**src/hdl/fepc_ram.sv**
```systemverilog
// ----------------------------------------------------------------------------
// fepc_ram
// Simple dual-port synchronous RAM with one write port and one registered
// read port.
// ----------------------------------------------------------------------------
module fepc_ram #(
    parameter int DEPTH  = 64,
    parameter int AW     = 6,
    parameter int DW     = 32
) (
    input  logic          i_clk,
    input  logic          i_wr_en,
    input  logic [AW-1:0] i_wr_addr,
    input  logic [DW-1:0] i_wr_data,
    input  logic          i_rd_en,
    input  logic [AW-1:0] i_rd_addr,
    output logic [DW-1:0] o_rd_data
);
    logic [DW-1:0] r_mem [DEPTH];
    logic [DW-1:0] r_rd_data;

    always_ff @(posedge i_clk) begin
        if (i_wr_en) begin
            r_mem[i_wr_addr] <= i_wr_data;
        end
        if (i_rd_en) begin
            r_rd_data <= r_mem[i_rd_addr];
        end
    end

    assign o_rd_data = r_rd_data;
endmodule

```
**config.mk**
```make
export PLATFORM = sky130hd
export DESIGN_NAME = fepc_ram
export DESIGN_NICKNAME = d
export VERILOG_FILES = /design/src/hdl/fepc_ram.sv
export SDC_FILE = /design/constraint.sdc
export NUM_CORES = 2
export LEC_CHECK = 0
export CAP_MARGIN = 5
export CORE_MARGIN = 1.5
export CORE_UTILIZATION = 35
export CTS_BUF_LIST = sky130_fd_sc_hd__clkbuf_16
export DETAILED_ROUTE_END_ITERATION = 8
export DONT_BUFFER_PORTS = 1
export PLACE_DENSITY_LB_ADDON = 0.3
export SLEW_MARGIN = 20
export SYNTH_ARGS = -nofsm -noshare
export SYNTH_HDL_FRONTEND = slang
export SYNTH_SLANG_ARGS = --single-unit
export TNS_END_PERCENT = 20
```
**constraint.sdc**
```tcl
create_clock -name i_clk -period 4.3 [get_ports i_clk]
set_clock_uncertainty 0.05 [all_clocks]
set_input_delay 0.645 -clock i_clk [delete_from_list [all_inputs] [get_ports i_clk]]
set_output_delay 0.645 -clock i_clk [all_outputs]
set_load 0.01 [all_outputs]
```
# After elaboration in Yosys (flattened, before gate mapping)
# Memories as Yosys holds them, arrays and structs flattened. A register that Yosys moved wholly into a read port is not among the register bits.
# Index checks and enable logic that the tools add are counted.
dict set report word_totals {
  ff_bits 0
  ram_bits 2048
  in_bits 47
  wordCells 3
  mem_count 1
}
dict set report classes {
  n_mux 2
}
# memory depth word_bits read_ports rd_clocked_by_memory_dff write_ports line_no
set memory_table {}
lappend memory_table {r_mem 64 32 1 1 1 19} ;# logic [DW-1:0] r_mem [DEPTH];
# cell count
set op_table {}
lappend op_table {{two-way mux 1 bit} 2}

# Logic depth before layout (Yosys ltp)
dict set report logic_depth {
  depth_word 2
  depth_mapped 10
}

# Worst setup path before layout
# Ideal clock, no wire load.
dict set report synth_path {
  kind {in2reg}
  startpoint {in i_wr_addr[3]}
  endpoint {mem r_mem[48][0] (enable)}
  setup_time_ns 0.461
  t_arrival_ns 3.344
  required_time_ns 3.789
  setup_slack_ns 0.445
  stages 4
  path_cell_list {clkbuf_1 -> nor2b_1 -> nand4b_1 -> nor3_1}
}
# item line_no
set synth_lines {}
lappend synth_lines {{start: declaration} 13} ;# input logic [AW-1:0] i_wr_addr,
lappend synth_lines {{end: declaration} 19}
# Straight into the memory's write port.

==> impl_metrics.py <==
metrics = {
    "route": {
        "dr.pass1.iters": 7,
        "drt-initial-drc-count": 4959,
        "vias_per_cell": 5.53,
        "wl_per_cell_um": 31.6,
        "via_count": 36800,
        "antenna_left": 0,
        "wirelength_um": 210000,
        "drcViolationCount": 0,
    },
    "setup_path": {
        "critPathLaunchType": "input port",
        "critPathMaxStageDelay_ns": 0.69,
        "rrSetupSlack_ns": 1.69,
        "crit_chain": "buf_16, buf_16, buf_16, mux4_2, mux4_2, o22ai_1, nor2_1",
        "end_kind": "flip-flop",
        "cp.required_ns": 4.78,
        "worstSetupPathType": "input port to flip-flop",
        "worst_ep_arrival_time_ns": 4.41,
        "cp_max_fo": 92,
        "crit_slowest_cell": "o22ai_1",
        "crit_top_cell": "buf_16",
    },
    "clock_tree": {
        "cts_sinks": 2080,
        "cts_root_buf": "clkbuf_16",
        "tritoncts": "done",
        "htreeDepth": 4,
        "clockBufferDepth": 3,
        "cts_buffers": 205,
        "cts_resized": 0,
        "clk_pin_slew_worst_paths_ns": 0.06,
        "post-cts-setup-buffers": 0,
        "worstSkewPairLatency_ns": 0.83,
    },
    "floorplan": {
        "die-area_um2": 228000,
        "initial_core_util_pct": 35.1,
        "dieWidth_um": 478,
        "rows": 174,
        "io_pins": 79,
        "die-height_um": 478,
        "placeableCoreArea_um2": 224000,
    },
    "synth": {
        "async_flop_share_pct": 0,
        "ys_top_cells_by_count": "edfxtp_1 (2,080), mux4_2 (544), nor2_1 (137)",
        "ys_ff_latch": 2080,
        "synth.most_common_cell": "edfxtp_1",
        "synth-edff-count": 2080,
        "ys_top_cells_by_area": "edfxtp_1 (79%), mux4_2 (16%), mux2i_1 (1.2%)",
        "postSynthCellCount": 3324,
        "synth.avg_cell_area_um2": 23.7,
        "yosys_warnings": 0,
        "yosys.area.top_type_share_pct": 79.2,
        "syn_nets": 3371,
        "ys_seq_area_share_pct": 79.2,
        "synth_area_leader_cell": "edfxtp_1",
        "synth_flop_cell": "edfxtp_1",
        "yosysUniqueCellTypes": 33,
        "syn_area_um2": 78800,
    },
    "grt": {
        "antenna_found_initial": 10,
        "grt_pass1_wl_um": 291000,
        "grt_usage_pct": 18.1,
        "grt.overflow.total": 0,
        "grt_max_degree": 514,
        "grt_pass1_vias": 36800,
    },
    "timing": {
        "rsz0062_at_grt": "no",
        "layout_setup_ws_ns": 0.376,
        "fin_crit_sh_pct": 91.3,
        "setup_viol": 0,
        "fin_crit_ns": 3.92,
        "slew_headroom_pct": 13.3,
        "tns_ns": 0,
        "fmax_mhz": 255,
        "tightest_slew_ns": 1.30,
        "slew_viol_final": 0,
        "hold_violations": 0,
    },
    "placed_design": {
        "post-place-ws_ns": 0.785,
        "io_buffer_count": 0,
        "place_congestion": 0.741,
        "hpwl_um": 105000,
        "dpl-instance-area_um2": 83000,
    },
    "power_and_ir_drop": {
        "powerDensity_nw_per_um2": 454,
        "leakage_nw": 27.7,
        "ir_worst_vdd_v": 0.000368,
    },
    "hold_path": {
        "hold_path_class": "input port to flip-flop",
    },
    "cells_and_area": {
        "final_nets": 3549,
        "fillers": 19400,
        "register_area_um2": 62500,
        "drive_gt1_share_pct": 28.1,
        "multiInputGateArea_um2": 16000,
        "syn2layout_area_growth_pct": 14.5,
        "design_area_um2": 90300,
    },
    "flow_run": {
        "max_cap_violations": 0,
    },
    "outcome": {
        "status": "completed",
    },
}
critical path: cells and delay by family:
kind                   cells  cell delay, ns
AND/OR/NAND/NOR            1            0.11
buffers and inverters      3            1.56
AO/OA/AOI/OAI              1            0.69
multiplexers               2            1.10
path summary, 6_finish.rpt:
| check | startpoint | end | depth (start not counted) |
|---|---|---|---|
| max | i_rd_addr[0] | o_rd_data[1] | 7 |
| min | i_rd_addr[4] | o_rd_data[6] | 2 |
| max reg2reg | r_mem[39][17] | o_rd_data[17] | 5 |
| min reg2reg | r_mem[28][8] | o_rd_data[8] | 4 |
power breakdown:
group / total [mW] / internal (mW) / switching [mW]
Sequential: 22.6 / 22.5 / 0.108
Combinational: 1.87 / 0.787 / 1.08
Clock: 16.5 / 9.09 / 7.39
registers in the layout, summed over array words and instances (netlist names):
register / cells
r_mem: 2048
o_rd_data: 32
area by class of cell:
cell class              instances  share of cell area (%)
clock buffers                 211                    5.85
flip-flops and latches       2080                    69.2
multi-input cells            1062                    17.7
diodes                          2                 0.00554
well taps                    2992                    4.15
clock inverters               157                   0.911
repair buffers                153                    2.21
metrics by stage:
step                      cells  utilization, %  hold slack, ns  total power [mW]
after floorplan            3324               -           0.694              24.1
after global placement     6246            37.0           0.699              24.2
after detailed placement   6246            37.0           0.699              24.2
after CTS                  6647            40.1          0.0133              41.0
after global routing       6656            40.2          0.0456              42.1
final                      6657            40.2           0.105              41.0
kinds of logic after synthesis:
logic type	after synthesis	synth area share [%]
compound gates	202	1.67
buf+inv	182	1.12
flops	2080	79.2
mux	637	16.7
simple gates	223	1.26
routing by layer:
layer  vias up  global-route usage (%)  part of all wire, %
met5         -                       0                    0
met4         0                    4.71                  2.3
met3       268                    3.10                  7.3
met2      1521                    29.0                   48
met1     20300                    25.8                   42
li1      14700                       -                    -
cell usage in the layout, fill, tap and decap left out, drive strengths merged, types with 2 or more instances in the layout:
cell       n
or2        3
mux2i     93
nor3       7
and2       2
or3        3
inv       61
diode      2
a22oi     12
nor2b     15
o32ai      4
nand4      2
and3       4
bufinv     5
a21oi     62
edfxtp  2080
o22ai     84
a311oi     8
or3b       5
nand2     26
o221ai    27
clkbuf   212
nor2     137
mux4     544
nand3      5
a41o       4
nand2b     8
nand3b     5
buf      152
clkinv    90
repair_timing:
action                     in CTS  in global routing
setup endpoints to repair       0                  3
hold buffers                   33                  0
hold endpoints to repair     2080                  0
Note: power is estimated with default switching activity, not from simulation.
